File: src/hdl/ptlp_pkg.sv
// ----------------------------------------------------------------------------
// ptlp_pkg
// Types, widths and constants of the pan/tilt leaky PID head controller.
// ----------------------------------------------------------------------------
package ptlp_pkg;

   // field widths
   localparam int unsigned ActW     = 3;
   localparam int unsigned TickW    = 12;
   localparam int unsigned AngleW   = 16;
   localparam int unsigned GainW    = 16;
   localparam int unsigned IntegW   = 24;
   localparam int unsigned DtW      = 20;
   localparam int unsigned CsrIdxW  = 3;
   localparam int unsigned CsrDataW = 16;

   // shared multiplier: signed operand times unsigned gain or constant
   localparam int unsigned MulAW = 25;
   localparam int unsigned MulBW = 16;
   localparam int unsigned ProdW = MulAW + MulBW + 1;

   // derivative divider and accumulator
   localparam int unsigned QuotW    = 36;
   localparam int unsigned DerivW   = QuotW + 1;
   localparam int unsigned DerivLoW = 19;
   localparam int unsigned DivCntW  = $clog2(QuotW);
   localparam int unsigned AccW     = 54;
   localparam int unsigned SatW     = 48;

   // fixed-point constants
   localparam int unsigned RadPerTickQ20 = 5360;
   localparam int unsigned LeakQ15       = 29491;
   localparam int unsigned UsScaleOdd    = 15625;   // 1e6 = 15625 * 64
   localparam int unsigned UsScaleShift  = 6;
   localparam int unsigned TickShift     = 8;
   localparam int unsigned LeakShift     = 15;
   localparam int unsigned OutShift      = 12;

   // reset values of the control registers
   localparam logic [GainW-1:0] PanKpReset  = GainW'(410);
   localparam logic [GainW-1:0] PanKiReset  = GainW'(41);
   localparam logic [GainW-1:0] PanKdReset  = GainW'(328);
   localparam logic [GainW-1:0] TiltKpReset = GainW'(1229);
   localparam logic [GainW-1:0] TiltKiReset = GainW'(20);
   localparam logic [GainW-1:0] TiltKdReset = GainW'(287);
   localparam logic [TickW-1:0] ZeroReset   = TickW'(512);

   typedef enum logic [ActW-1:0] {
      ACT_TILT_REPORT = 3'd0,
      ACT_PAN_REPORT  = 3'd1,
      ACT_ABS_MOVE    = 3'd2,
      ACT_REL_MOVE    = 3'd3,
      ACT_TRACKER     = 3'd4
   } action_type;

   typedef enum logic [CsrIdxW-1:0] {
      CSR_PAN_KP    = 3'd0,
      CSR_PAN_KI    = 3'd1,
      CSR_PAN_KD    = 3'd2,
      CSR_TILT_KP   = 3'd3,
      CSR_TILT_KI   = 3'd4,
      CSR_TILT_KD   = 3'd5,
      CSR_PAN_ZERO  = 3'd6,
      CSR_TILT_ZERO = 3'd7
   } csr_index_type;

   // clamp to a signed 16-bit angle
   function automatic logic signed [AngleW-1:0] sat_angle(input logic signed [SatW-1:0] v);
      logic signed [SatW-1:0] hi;
      logic signed [SatW-1:0] lo;
      hi = SatW'(32767);
      lo = -SatW'(32768);
      if (v > hi) begin
         sat_angle = AngleW'(hi);
      end else if (v < lo) begin
         sat_angle = AngleW'(lo);
      end else begin
         sat_angle = AngleW'(v);
      end
   endfunction

   // clamp to a signed 24-bit integral
   function automatic logic signed [IntegW-1:0] sat_integ(input logic signed [SatW-1:0] v);
      logic signed [SatW-1:0] hi;
      logic signed [SatW-1:0] lo;
      hi = SatW'(8388607);
      lo = -SatW'(8388608);
      if (v > hi) begin
         sat_integ = IntegW'(hi);
      end else if (v < lo) begin
         sat_integ = IntegW'(lo);
      end else begin
         sat_integ = IntegW'(v);
      end
   endfunction

endpackage

File: src/hdl/pan_tilt_leaky_pid_core.sv
// ----------------------------------------------------------------------------
// pan_tilt_leaky_pid_core
// Two-axis head controller: servo reports set the current angles, moves and tracker
// events produce absolute pan/tilt commands (through a leaky PID but for absolute moves).
// ----------------------------------------------------------------------------
// usage
//   req_*  : one beat per command (report, absolute move, relative move,
//            tracker event). req_ready is high only while the core is idle;
//            one beat is worked on at a time.
//   rsp_*  : one beat for absolute moves, relative moves and tracker events
//            with an object seen; none for reports and ignored events.
//   csr_*  : gain and zero-tick registers, written with csr_write_en.
// sequence
//   a report converts ticks to an angle and returns to idle; an absolute
//   move goes from decode to the output register; a PID move runs the
//   leaky integral, derivative divide and multiply-accumulate for tilt,
//   then for pan. The PID path is built from the 36-step restoring divider
//   for the derivative, run once per axis, and the single shared 25x16
//   multiplier used for every product.
// stalls and reset
//   a result sits in the output register; while rsp_ready is low the next
//   result waits in the core, and req_ready returns once it is handed over.
//   reset clears the angles, last errors and integrals, restores the
//   default gains and zero ticks, and drops rsp_valid.
// ----------------------------------------------------------------------------
module pan_tilt_leaky_pid_core (
   input  logic                                    clock,
   input  logic                                    reset,
   // command beats
   input  logic                                    req_valid,
   output logic                                    req_ready,
   input  logic [ptlp_pkg::ActW-1:0]               req_action,
   input  logic [ptlp_pkg::TickW-1:0]              req_position_ticks,
   input  logic signed [ptlp_pkg::AngleW-1:0]      req_pan_value,
   input  logic signed [ptlp_pkg::AngleW-1:0]      req_tilt_value,
   input  logic                                    req_object_seen,
   input  logic [ptlp_pkg::DtW-1:0]                req_elapsed_us,
   // result beats
   output logic                                    rsp_valid,
   input  logic                                    rsp_ready,
   output logic signed [ptlp_pkg::AngleW-1:0]      rsp_pan_command,
   output logic signed [ptlp_pkg::AngleW-1:0]      rsp_tilt_command,
   // register writes
   input  logic                                    csr_write_en,
   input  logic [ptlp_pkg::CsrIdxW-1:0]            csr_index,
   input  logic [ptlp_pkg::CsrDataW-1:0]           csr_wdata
);
   import ptlp_pkg::*;

   typedef enum logic [4:0] {
      S_IDLE,
      S_DECODE,
      S_TICK_MUL,
      S_TICK_WB,
      S_LEAK_MUL,
      S_INTEG_WB,
      S_NUM_MUL,
      S_DIV_LOAD,
      S_DIV,
      S_DERIV,
      S_KP,
      S_KI,
      S_KDL,
      S_KDH,
      S_ACC_LAST,
      S_OUT,
      S_EMIT
   } state_type;

   // control registers
   logic [GainW-1:0] pan_kp_ff, pan_ki_ff, pan_kd_ff;
   logic [GainW-1:0] tilt_kp_ff, tilt_ki_ff, tilt_kd_ff;
   logic [TickW-1:0] pan_zero_ff, tilt_zero_ff;

   // sequencer and datapath registers
   state_type                 state_ff, state_in;
   logic                      axis_ff, axis_in;          // 0 tilt, 1 pan
   action_type                act_ff, act_in;
   logic [TickW-1:0]          ticks_ff, ticks_in;
   logic signed [AngleW-1:0]  pv_ff, pv_in;
   logic signed [AngleW-1:0]  tv_ff, tv_in;
   logic                      seen_ff, seen_in;
   logic [DtW-1:0]            dt_ff, dt_in;
   logic signed [ProdW-1:0]   prod_ff, prod_in;
   logic signed [AccW-1:0]    acc_ff, acc_in;
   logic [QuotW-1:0]          numq_ff, numq_in;
   logic [DtW-1:0]            rem_ff, rem_in;
   logic [DivCntW-1:0]        cnt_ff, cnt_in;
   logic                      neg_ff, neg_in;
   logic signed [DerivW-1:0]  deriv_ff, deriv_in;

   // controller state
   logic signed [AngleW-1:0]  cur_pan_ff, cur_pan_in;
   logic signed [AngleW-1:0]  cur_tilt_ff, cur_tilt_in;
   logic signed [AngleW-1:0]  last_pan_ff, last_pan_in;
   logic signed [AngleW-1:0]  last_tilt_ff, last_tilt_in;
   logic signed [IntegW-1:0]  integ_pan_ff, integ_pan_in;
   logic signed [IntegW-1:0]  integ_tilt_ff, integ_tilt_in;

   // command hold and output registers
   logic signed [AngleW-1:0]  pan_cmd_ff, pan_cmd_in;
   logic signed [AngleW-1:0]  tilt_cmd_ff, tilt_cmd_in;
   logic                      rsp_valid_ff, rsp_valid_in;
   logic signed [AngleW-1:0]  rsp_pan_command_ff, rsp_pan_command_in;
   logic signed [AngleW-1:0]  rsp_tilt_command_ff, rsp_tilt_command_in;

   // shared multiplier
   logic signed [MulAW-1:0]   mul_a;
   logic [MulBW-1:0]          mul_b;
   logic signed [ProdW-1:0]   mul_p;

   // per-axis selections
   logic signed [AngleW-1:0]  err_sel;
   logic signed [AngleW-1:0]  last_sel;
   logic signed [AngleW-1:0]  cur_sel;
   logic signed [IntegW-1:0]  integ_sel;
   logic [GainW-1:0]          kp_sel, ki_sel, kd_sel;
   logic signed [AngleW:0]    neg_pv;
   logic signed [AngleW-1:0]  pan_err;

   // intermediate values
   logic signed [TickW:0]     tick_diff;
   logic [TickW-1:0]          zero_sel;
   logic signed [ProdW-1:0]   tick_round;
   logic signed [ProdW-1:0]   leak_round;
   logic signed [IntegW-1:0]  integ_new;
   logic signed [AngleW:0]    err_diff;
   logic [AngleW:0]           err_mag;
   logic [DtW:0]              div_trial;
   logic                      div_bit;
   logic signed [AccW-1:0]    acc_round;
   logic signed [AngleW-1:0]  cmd_new;
   logic                      req_fire;

   assign req_ready       = (state_ff == S_IDLE);
   assign req_fire        = req_valid && req_ready;
   assign rsp_valid       = rsp_valid_ff;
   assign rsp_pan_command = rsp_pan_command_ff;
   assign rsp_tilt_command = rsp_tilt_command_ff;

   // register writes
   always_ff @(posedge clock) begin
      if (reset) begin
         pan_kp_ff    <= PanKpReset;
         pan_ki_ff    <= PanKiReset;
         pan_kd_ff    <= PanKdReset;
         tilt_kp_ff   <= TiltKpReset;
         tilt_ki_ff   <= TiltKiReset;
         tilt_kd_ff   <= TiltKdReset;
         pan_zero_ff  <= ZeroReset;
         tilt_zero_ff <= ZeroReset;
      end else if (csr_write_en) begin
         case (csr_index_type'(csr_index))
            CSR_PAN_KP:    pan_kp_ff    <= csr_wdata;
            CSR_PAN_KI:    pan_ki_ff    <= csr_wdata;
            CSR_PAN_KD:    pan_kd_ff    <= csr_wdata;
            CSR_TILT_KP:   tilt_kp_ff   <= csr_wdata;
            CSR_TILT_KI:   tilt_ki_ff   <= csr_wdata;
            CSR_TILT_KD:   tilt_kd_ff   <= csr_wdata;
            CSR_PAN_ZERO:  pan_zero_ff  <= csr_wdata[TickW-1:0];
            CSR_TILT_ZERO: tilt_zero_ff <= csr_wdata[TickW-1:0];
            default: ;
         endcase
      end
   end

   // per-axis operand selection
   always_comb begin
      neg_pv    = -$signed({pv_ff[AngleW-1], pv_ff});
      pan_err   = (act_ff == ACT_TRACKER) ? ((neg_pv > 17'sd32767) ? 16'sd32767
                                                                   : AngleW'(neg_pv))
                                          : pv_ff;
      err_sel   = axis_ff ? pan_err      : tv_ff;
      last_sel  = axis_ff ? last_pan_ff  : last_tilt_ff;
      cur_sel   = axis_ff ? cur_pan_ff   : cur_tilt_ff;
      integ_sel = axis_ff ? integ_pan_ff : integ_tilt_ff;
      kp_sel    = axis_ff ? pan_kp_ff    : tilt_kp_ff;
      ki_sel    = axis_ff ? pan_ki_ff    : tilt_ki_ff;
      kd_sel    = axis_ff ? pan_kd_ff    : tilt_kd_ff;
      zero_sel  = (act_ff == ACT_PAN_REPORT) ? pan_zero_ff : tilt_zero_ff;
   end

   // arithmetic around the shared multiplier
   always_comb begin
      tick_diff  = $signed({1'b0, ticks_ff}) - $signed({1'b0, zero_sel});
      tick_round = (prod_ff + ProdW'(1 << (TickShift - 1))) >>> TickShift;
      leak_round = (prod_ff + ProdW'(1 << (LeakShift - 1))) >>> LeakShift;
      integ_new  = sat_integ(SatW'(leak_round) + SatW'(err_sel));
      err_diff   = $signed({err_sel[AngleW-1], err_sel})
                 - $signed({last_sel[AngleW-1], last_sel});
      err_mag    = err_diff[AngleW] ? (AngleW+1)'(-err_diff)
                                    : (AngleW+1)'(err_diff);
      div_trial  = {rem_ff, numq_ff[QuotW-1]};
      div_bit    = (div_trial >= {1'b0, dt_ff});
      acc_round  = (acc_ff + AccW'(1 << (OutShift - 1))) >>> OutShift;
      cmd_new    = sat_angle(SatW'(acc_round) + SatW'(cur_sel));
   end

   // multiplier operand steering
   always_comb begin
      mul_a = '0;
      mul_b = '0;
      case (state_ff)
         S_TICK_MUL: begin
            mul_a = MulAW'(tick_diff);
            mul_b = MulBW'(RadPerTickQ20);
         end
         S_LEAK_MUL: begin
            mul_a = MulAW'(integ_sel);
            mul_b = MulBW'(LeakQ15);
         end
         S_NUM_MUL: begin
            mul_a = $signed({{(MulAW-AngleW-1){1'b0}}, err_mag});
            mul_b = MulBW'(UsScaleOdd);
         end
         S_KP: begin
            mul_a = MulAW'(err_sel);
            mul_b = kp_sel;
         end
         S_KI: begin
            mul_a = MulAW'(integ_sel);
            mul_b = ki_sel;
         end
         S_KDL: begin
            mul_a = $signed({{(MulAW-DerivLoW){1'b0}}, deriv_ff[DerivLoW-1:0]});
            mul_b = kd_sel;
         end
         S_KDH: begin
            mul_a = MulAW'($signed(deriv_ff[DerivW-1:DerivLoW]));
            mul_b = kd_sel;
         end
         default: ;
      endcase
      mul_p = ProdW'(mul_a) * ProdW'($signed({1'b0, mul_b}));
   end

   // sequencer next state
   always_comb begin
      state_in            = state_ff;
      axis_in             = axis_ff;
      act_in              = act_ff;
      ticks_in            = ticks_ff;
      pv_in               = pv_ff;
      tv_in               = tv_ff;
      seen_in             = seen_ff;
      dt_in               = dt_ff;
      prod_in             = mul_p;
      acc_in              = acc_ff;
      numq_in             = numq_ff;
      rem_in              = rem_ff;
      cnt_in              = cnt_ff;
      neg_in              = neg_ff;
      deriv_in            = deriv_ff;
      cur_pan_in          = cur_pan_ff;
      cur_tilt_in         = cur_tilt_ff;
      last_pan_in         = last_pan_ff;
      last_tilt_in        = last_tilt_ff;
      integ_pan_in        = integ_pan_ff;
      integ_tilt_in       = integ_tilt_ff;
      pan_cmd_in          = pan_cmd_ff;
      tilt_cmd_in         = tilt_cmd_ff;
      rsp_valid_in        = rsp_valid_ff && !rsp_ready;
      rsp_pan_command_in  = rsp_pan_command_ff;
      rsp_tilt_command_in = rsp_tilt_command_ff;

      case (state_ff)
         // take in one command beat
         S_IDLE: begin
            if (req_fire) begin
               act_in   = action_type'(req_action);
               ticks_in = req_position_ticks;
               pv_in    = req_pan_value;
               tv_in    = req_tilt_value;
               seen_in  = req_object_seen;
               dt_in    = (req_elapsed_us == '0) ? DtW'(1) : req_elapsed_us;
               state_in = S_DECODE;
            end
         end
         S_DECODE: begin
            axis_in = 1'b0;
            case (act_ff)
               ACT_TILT_REPORT, ACT_PAN_REPORT: state_in = S_TICK_MUL;
               ACT_ABS_MOVE: begin
                  pan_cmd_in  = pv_ff;
                  tilt_cmd_in = tv_ff;
                  state_in    = S_EMIT;
               end
               ACT_REL_MOVE: state_in = S_LEAK_MUL;
               ACT_TRACKER:  state_in = seen_ff ? S_LEAK_MUL : S_IDLE;
               default:      state_in = S_IDLE;
            endcase
         end
         // servo report to angle
         S_TICK_MUL: state_in = S_TICK_WB;
         S_TICK_WB: begin
            if (act_ff == ACT_PAN_REPORT) begin
               cur_pan_in = sat_angle(SatW'(tick_round));
            end else begin
               cur_tilt_in = sat_angle(SatW'(tick_round));
            end
            state_in = S_IDLE;
         end
         // leaky integral
         S_LEAK_MUL: state_in = S_INTEG_WB;
         S_INTEG_WB: begin
            if (axis_ff) begin
               integ_pan_in = integ_new;
            end else begin
               integ_tilt_in = integ_new;
            end
            state_in = S_NUM_MUL;
         end
         // error change scaled to microseconds
         S_NUM_MUL: begin
            neg_in   = err_diff[AngleW];
            state_in = S_DIV_LOAD;
         end
         S_DIV_LOAD: begin
            numq_in = {prod_ff[QuotW-UsScaleShift-1:0], {UsScaleShift{1'b0}}};
            rem_in  = '0;
            cnt_in  = DivCntW'(QuotW - 1);
            if (axis_ff) begin
               last_pan_in = err_sel;
            end else begin
               last_tilt_in = err_sel;
            end
            state_in = S_DIV;
         end
         // restoring divide by elapsed time, one quotient bit a cycle
         S_DIV: begin
            rem_in  = div_bit ? DtW'(div_trial - {1'b0, dt_ff}) : div_trial[DtW-1:0];
            numq_in = {numq_ff[QuotW-2:0], div_bit};
            cnt_in  = cnt_ff - DivCntW'(1);
            if (cnt_ff == '0) begin
               state_in = S_DERIV;
            end
         end
         S_DERIV: begin
            deriv_in = neg_ff ? -$signed({1'b0, numq_ff}) : $signed({1'b0, numq_ff});
            state_in = S_KP;
         end
         // multiply-accumulate of the three terms
         S_KP:  state_in = S_KI;
         S_KI: begin
            acc_in   = AccW'(prod_ff);
            state_in = S_KDL;
         end
         S_KDL: begin
            acc_in   = acc_ff + AccW'(prod_ff);
            state_in = S_KDH;
         end
         S_KDH: begin
            acc_in   = acc_ff + AccW'(prod_ff);
            state_in = S_ACC_LAST;
         end
         S_ACC_LAST: begin
            acc_in   = acc_ff + (AccW'(prod_ff) <<< DerivLoW);
            state_in = S_OUT;
         end
         // command for this axis, then the other axis or the result
         S_OUT: begin
            if (axis_ff) begin
               pan_cmd_in = cmd_new;
               state_in   = S_EMIT;
            end else begin
               tilt_cmd_in = cmd_new;
               axis_in     = 1'b1;
               state_in    = S_LEAK_MUL;
            end
         end
         // hand the result to the output register once it is free
         S_EMIT: begin
            if (!rsp_valid_ff || rsp_ready) begin
               rsp_valid_in        = 1'b1;
               rsp_pan_command_in  = pan_cmd_ff;
               rsp_tilt_command_in = tilt_cmd_ff;
               state_in            = S_IDLE;
            end
         end
         default: state_in = S_IDLE;
      endcase
   end

   // state and registered outputs
   always_ff @(posedge clock) begin
      if (reset) begin
         state_ff      <= S_IDLE;
         axis_ff       <= 1'b0;
         rsp_valid_ff  <= 1'b0;
         cur_pan_ff    <= '0;
         cur_tilt_ff   <= '0;
         last_pan_ff   <= '0;
         last_tilt_ff  <= '0;
         integ_pan_ff  <= '0;
         integ_tilt_ff <= '0;
      end else begin
         state_ff      <= state_in;
         axis_ff       <= axis_in;
         rsp_valid_ff  <= rsp_valid_in;
         cur_pan_ff    <= cur_pan_in;
         cur_tilt_ff   <= cur_tilt_in;
         last_pan_ff   <= last_pan_in;
         last_tilt_ff  <= last_tilt_in;
         integ_pan_ff  <= integ_pan_in;
         integ_tilt_ff <= integ_tilt_in;
      end
      act_ff              <= act_in;
      ticks_ff            <= ticks_in;
      pv_ff               <= pv_in;
      tv_ff               <= tv_in;
      seen_ff             <= seen_in;
      dt_ff               <= dt_in;
      prod_ff             <= prod_in;
      acc_ff              <= acc_in;
      numq_ff             <= numq_in;
      rem_ff              <= rem_in;
      cnt_ff              <= cnt_in;
      neg_ff              <= neg_in;
      deriv_ff            <= deriv_in;
      pan_cmd_ff          <= pan_cmd_in;
      tilt_cmd_ff         <= tilt_cmd_in;
      rsp_pan_command_ff  <= rsp_pan_command_in;
      rsp_tilt_command_ff <= rsp_tilt_command_in;
   end

`ifndef SYNTHESIS
   // one command in flight at a time
   a_one_in_flight: assert property (@(posedge clock) disable iff (reset)
      req_valid && req_ready |=> !req_ready)
      else $error("command accepted while another is in flight");

   // a waiting result does not overwrite the one still held at the output
   a_emit_holds: assert property (@(posedge clock) disable iff (reset)
      state_ff == S_EMIT && rsp_valid_ff && !rsp_ready
      |=> state_ff == S_EMIT && $stable(rsp_pan_command_ff)
          && $stable(rsp_tilt_command_ff))
      else $error("held result overwritten under stall");

   // a servo report finishes without producing a result
   a_report_silent: assert property (@(posedge clock) disable iff (reset)
      state_ff == S_TICK_WB |=> state_ff == S_IDLE && !$rose(rsp_valid_ff))
      else $error("servo report produced a result");
`endif

endmodule
File: config.mk
export PLATFORM = sky130hd
export DESIGN_NAME = pan_tilt_leaky_pid_core
export DESIGN_NICKNAME = d
export VERILOG_FILES = /design/src/hdl/ptlp_pkg.sv /design/src/hdl/pan_tilt_leaky_pid_core.sv
export SDC_FILE = /design/constraint.sdc
export NUM_CORES = 2
export LEC_CHECK = 0
export BUFFER_PORTS_ARGS = -buffer_cell sky130_fd_sc_hd__clkbuf_2
export CAP_MARGIN = 10
export CELL_PAD_IN_SITES_DETAIL_PLACEMENT = 0
export CELL_PAD_IN_SITES_GLOBAL_PLACEMENT = 1
export CORE_UTILIZATION = 54
export CTS_BUF_LIST = sky130_fd_sc_hd__clkbuf_16
export CTS_CLUSTER_DIAMETER = 30
export DETAILED_ROUTE_END_ITERATION = 8
export PLACE_DENSITY_LB_ADDON = 0.1
export SLEW_MARGIN = 20
export SYNTH_ARGS = -nofsm -noshare
export SYNTH_HDL_FRONTEND = slang
export SYNTH_SLANG_ARGS = --single-unit
File: constraint.sdc
create_clock -name clock -period 34.1 [get_ports clock]
set_input_delay 3.41 -clock clock [delete_from_list [all_inputs] [get_ports clock]]
set_output_delay 3.41 -clock clock [all_outputs]
set_load 0.1 [all_outputs]
# Yosys cells after proc, flatten, opt, wreduce, memory -nomap -nowiden
# Cells that the tools add are included.
[word_totals]
reg_bits = 567
out_inout_bits = 34
elab_cells = 169
[op_classes]
addsub = 14
n_mul = 1
magnitude_cmp = 8
eq_ne = 33
muxes = 41
bitwise = 2
n_reduce_logical = 35
[ops]
columns = ["operator", "n"]
rows = [
  ["$mux W16", 16],
  ["$pmux W54 S3", 1],
  ["$pmux W25 S6", 1],
  ["$pmux W16 S6", 1],
  ["$pmux W5 S16", 1],
  ["$mux W24", 3],
  ["$pmux W36 S2", 1],
  ["$pmux W16 S2", 2],
  ["$add A54 B13 Y54 const B", 1],
  ["$add A54 B42 Y54", 1],
  ["$add A54 B54 Y54", 1],
  ["$add A42 B16 Y43", 1],
  ["$gt A43 B16 Y1 const B", 1],
  ["$lt A43 B16 Y1 const B", 1],
  ["$add A42 B16 Y42 const B", 1],
  ["$add A42 B9 Y42 const B", 1],
  ["$mul A25 B17 Y42", 1],
  ["$eq A5 B4 Y1 const B", 8],
  ["$pmux W20 S2", 1],
  ["$neg A36 Y37", 1],
  ["$mux W36", 1],
  ["$gt A34 B16 Y1 const B", 1],
  ["$lt A34 B16 Y1 const B", 1],
  ["$reduce_and A2 Y1", 16],
  ["41 further kinds", 70],
]

# Logic depth before layout (Yosys ltp)
[depth]
ltp_word = 10
mapped_depth = 56

# Least setup slack after synthesis
# Ideal clock, no wire load.
[synth_timing]
kind = "reg-to-reg"
start = "reg axis_ff"
end = "reg prod_ff[41]"
setup_time_ns = 0.072
arrival_time_ns = 11.987
required_time_ns = 34.028
path_slack_ns = 22.040
stages_incl_launch_ff = 49
synth_period_minus_slack_ns = 12.060
path_cell_list = "dfxtp_1 > clkbuf_1 > buf_1 > clkbuf_1 > buf_1 > buf_1 > clkbuf_1 > buf_1 > mux2_2 > ha_1 > inv_1 > fa_1 > a21o_1 > a21oi_1 > o21ai_0 > a21oi_1 > o21bai_1 > a21oi_1 > [... 13 more ...] > fa_1 > inv_1 > fa_1 > inv_1 > ha_1 > a21o_1 > a21o_1 > a21o_1 > o21a_1 > or2_2 > or3_1 > a21oi_1 > o311ai_0 > nand2_1 > o2111ai_1 > a31o_2 > a21oi_1 > xnor2_1"
[synth_via]
elab_chain_cells = 6
word_cells_on_any_way = 12
classes_between = "add/sub: 2; mul: 1; mux: 9"
[synth_lines]
columns = ["item", "line_no", "source"]
rows = [
  ["start, declared", "pan_tilt_leaky_pid_core.sv:77", "logic axis_ff, axis_in;"],
  ["start signal, assigned", "pan_tilt_leaky_pid_core.sv:398", "axis_ff <= axis_in;"],
  ["$mux W16 (on tied branches)", "pan_tilt_leaky_pid_core.sv:173, pan_tilt_leaky_pid_core.sv:174", ""],
  ["$sub A16 B16 Y17", "pan_tilt_leaky_pid_core.sv:190", "- $signed({last_sel[AngleW-1], last_sel});"],
  ["$neg A17 Y17", "pan_tilt_leaky_pid_core.sv:191", "err_mag = err_diff[AngleW] ? (AngleW+1)'(-err_diff)"],
  ["$mux W17", "pan_tilt_leaky_pid_core.sv:191", ""],
  ["$pmux W25 S6", "pan_tilt_leaky_pid_core.sv:203", "case (state_ff)"],
  ["$mul A25 B17 Y42 (*)", "pan_tilt_leaky_pid_core.sv:234", "mul_p = ProdW'(mul_a) * ProdW'($signed({1'b0, mul_b}));"],
  ["net mul_p[41]", "pan_tilt_leaky_pid_core.sv:110", "logic signed [ProdW-1:0] mul_p;"],
  ["end signal, assigned", "pan_tilt_leaky_pid_core.sv:413", "prod_ff <= prod_in;"],
  ["end, declared", "pan_tilt_leaky_pid_core.sv:84", "logic signed [ProdW-1:0] prod_ff, prod_in;"],
]
# Mark *: on every way through the listed nets, which the timed path passes. The rest lies on a longest branch.
# A chain may end at the register's enable or synchronous reset.

# Worst setup path in the final report
[layout_timing]
start = "reg pv_ff[0]"
end = "reg prod_ff[40]"
[layout_via]
elab_chain_cells = 10
[layout_lines]
columns = ["item", "line_no", "source"]
rows = [
  ["start, declared", "pan_tilt_leaky_pid_core.sv:80", "logic signed [AngleW-1:0] pv_ff, pv_in;"],
  ["start signal, assigned", "pan_tilt_leaky_pid_core.sv:409", "pv_ff <= pv_in;"],
  ["$neg A16 Y17", "pan_tilt_leaky_pid_core.sv:169", "neg_pv = -$signed({pv_ff[AngleW-1], pv_ff});"],
  ["$gt A17 B16 Y1", "pan_tilt_leaky_pid_core.sv:170", "pan_err = (act_ff == ACT_TRACKER) ? ((neg_pv > 17'sd32767) ? 16'sd32767"],
  ["$mux W16", "pan_tilt_leaky_pid_core.sv:170", ""],
  ["$mux W16 (*)", "pan_tilt_leaky_pid_core.sv:170", ""],
  ["$mux W16 (*)", "pan_tilt_leaky_pid_core.sv:173", "err_sel = axis_ff ? pan_err : tv_ff;"],
  ["net err_sel[0]", "pan_tilt_leaky_pid_core.sv:113", "logic signed [AngleW-1:0] err_sel;"],
  ["$sub A16 B16 Y17", "pan_tilt_leaky_pid_core.sv:190", ""],
  ["$neg A17 Y17", "pan_tilt_leaky_pid_core.sv:191", ""],
  ["$mux W17", "pan_tilt_leaky_pid_core.sv:191", ""],
  ["$pmux W25 S6 (*)", "pan_tilt_leaky_pid_core.sv:203", ""],
  ["$mul A25 B17 Y42 (*)", "pan_tilt_leaky_pid_core.sv:234", ""],
  ["net mul_p[40]", "pan_tilt_leaky_pid_core.sv:110", ""],
]
# Marked as above.

==> results.yml <==
detailed_routing:
  routed-via-count: 43570
  detailedRoute.firstPassIterationCount: 6
  postRouteWirelength_um: 165600
  antenna_violating_nets_post_route: 0
  routed_via_density: 5.948
  dr.max_layer_used: "met5"
  drt_drc_violations_left: 0
  met3WireLength_um: 12080
  post_drt_wl_per_cell_um: 22.61
  wl_met2_um: 75030
  drt_iter0_markers: 4112
  routedLengthMet1_um: 69830
global_routing:
  grt_use_total: 0.3509
  number_of_global_route_vias_before_repair: 42780
  grt_first_pass_wirelength_um: 254700
  grt_antenna_before_repair: 1
  grt.overflow.total: 0
  grt_start_max_net_pins: 119
synthesis:
  synth_xor_area_frac: 0.05695
  async_reset_ff_frac: 0
  yosys.area_share.simple: 0.1754
  mappedNetlistArea_mm2: 0.05104
  yosys_warnings: 0
  seq_area_frac_synth: 0.2785
  postSynthRegisterBits: 567
  synth.net_count: 6676
  synth-edff-count: 286
  yosys.area_share.adder: 0.2284
  yosys-mux-area-fraction: 0.02258
  syn-mean-instance-area_um2: 8.671
  post_synth_num_cell_types: 106
  synthFlopType: "edfxtp_1"
  compound_gate_portion_of_the_synthesized_area: 0.1704
  postSynthCellCount: 5886
  synth_top_family_by_area: "adder cells"
cts:
  root_buffer: "clkbuf_16"
  cts.reportedPaths.clkPinSlew_ns: 0.05
  clock_tree.buffer_depth: 3
  sinks_on_the_clock_net: 567
  insertion_delay_ns: 0.74
  ctsResizeCount: 0
  cts_tree: "yes"
  htreeDepth: 4
  cts-hold-fix-buffers: 0
  post_cts_buffers: 0
  cts_buffers: 140
worst_setup_path:
  cp_top_delay_family: "compound AO/OA/AOI/OAI gates"
  worst_path_largest_cell_delay_ns: 1.00
  worstPathBufferInverterCount: 6
  crit_required_ns: 34.73
  critPathCaptureType: "register"
  timing.critical_path.slowest_stage_cell: "o41ai_4"
  critical_path_peak_fanout: 16
  setup.worst_path.start_class: "register"
  cp.arrival_ns: 14.26
  setup.worst_path.class: "reg -> reg"
cells_and_area:
  commonest_cells_after_routing_fill_and_taps_aside: "nand2_1, inv_1, nor2_1"
  num_antenna_cells: 0
  finish.instance_area_mm2: 0.05778
  layout.cells.most_common: "nand2_1"
  final_nets: 6745
  drive_above_1_share: 0.1008
  syn2layout_area_growth_pct: 13.20
timing:
  slew_headroom: 0.2227
  setup_repair_after_global_routing_missed_its_margin: "false"
  worst_pin_slew_ns: 1.166
  final.setup_skew_ns: 0.03948
  final_number_of_hold_violating_endpoints: 0
  worst_slack_ns: 20.47
  drv_slew: 0
  finalCritPeriodShare: 0.3997
  setup_total_negative_slack_ns: 0
  timing.final.crit_period_ns: 13.63
  clock.fmax_mhz: 73.38
  finalSetupViolCount: 0
placement:
  post-place-ws_ns: 20.68
  detailed_place.area_mm2: 0.05299
  place.gp.congestion: 0.9354
  place.detailed.hpwl_um: 123400
  port_buffers: 125
pwr:
  leakage_nw: 24.65
  totalPowerFinal_mw: 2.283
  power_density_mw_per_mm2: 39.51
  irDropWorstVdd_mv: 0.04635
floorplan:
  die_h_um: 309.4
  rows: 112
  chip_width_um: 309.4
  floorplan.die_area_mm2: 0.09575
  initial_standard_cell_utilization_of_the_core: 0.5460
  num_io_pins: 126
  core_area_mm2: 0.09347
hold_path:
  hp-class: "reg -> reg"
job:
  maxCapViolCount: 0
outcome:
  run_status: "completed"
[synth_stat cells, drive strengths merged, types with 43 or more instances]
library cell / instances / share of area
xnor2: 221 / 0.038
nor2: 531 / 0.039
nand2b: 48 / 0.0059
dfxtp: 281 / 0.11
fa: 387 / 0.15
o21ai: 247 / 0.024
and2: 51 / 0.0063
a21o: 127 / 0.019
ha: 311 / 0.076
a211oi: 83 / 0.013
a21oi: 388 / 0.038
a22oi: 45 / 0.0066
nor2b: 50 / 0.0061
xor2: 110 / 0.019
edfxtp: 286 / 0.17
o22ai: 43 / 0.0053
and3: 48 / 0.0059
mux2i: 78 / 0.015
nand4: 45 / 0.0055
clkbuf: 265 / 0.020
inv: 600 / 0.044
nand2: 821 / 0.061
nor3: 87 / 0.0088
nand3: 112 / 0.011
[flip-flops by register name, indices dropped and copies added (netlist names), 20 cells and up]
| register | cells |
|---|---|
| acc_ff | 54 |
| deriv_ff | 37 |
| numq_ff | 36 |
| dt_ff | 20 |
| prod_ff | 42 |
| integ_pan_ff | 24 |
| rem_ff | 20 |
| integ_tilt_ff | 24 |
[cells by family (layout without fill, tap and decap cells)]
group                    Yosys count  after routing
buffers and inverters            903           1088
flip-flops                       567            567
AO/OA/AOI/OAI                   1303           1303
adder cells (fa/ha/maj)          700            700
AND/OR/NAND/NOR                 1971           1971
XOR/XNOR                         331            331
multiplexers                     111            111
[layout make-up]
class	count	area [um^2]
Fill cell	8279	35690
Multi-Input combinational cell	4416	33540
Sequential cell	567	14220
Clock buffer	153	3829
Inverter	602	2260
Tap cell	1254	1569
Timing Repair Buffer	228	1405
Clock inverter	105	959.7
[power by group]
| group | switching [mW] | internal [mW] |
|---|---|---|
| sequential | 0.0138 | 0.730 |
| combinational | 0.138 | 0.0665 |
| clock | 0.437 | 0.897 |
| total | 0.589 | 1.69 |
[per-stage QoR]
| step | std cells | util | hold WS (ns) |
|---|---|---|---|
| finish | 7325 | 0.6181 | 0.4151 |
| global route | 7325 | 0.6181 | 0.4185 |
| CTS | 7325 | 0.6181 | 0.4148 |
| detailed placement | 7067 | 0.5669 | 0.4045 |
| global placement | 7067 | 0.5669 | 0.4025 |
| floorplan | 5886 | - | 0.4003 |
[path summary, 6_finish.rpt]
check | from | slack (ns) | endpoint | cells after the start
max reg2reg | pv_ff[0]$_DFFE_PP_ | 20.47 | prod_ff[40]$_DFF_P_ | 47
min reg2reg | tilt_cmd_ff[0]$_DFFE_PP_ | 0.42 | rsp_tilt_command[0]$_DFFE_PP_ | 0
min | tilt_cmd_ff[0]$_DFFE_PP_ | 0.42 | rsp_tilt_command[0]$_DFFE_PP_ | 0
max | pv_ff[0]$_DFFE_PP_ | 20.47 | prod_ff[40]$_DFF_P_ | 47
[layer usage]
layer  up-vias  global-route usage
li1      20390                   -
met1     21200              0.4659
met2      1638              0.5576
met3       341             0.05465
met4         2              0.1744
met5         -                   0
Note: power is estimated with default switching activity, not from simulation.
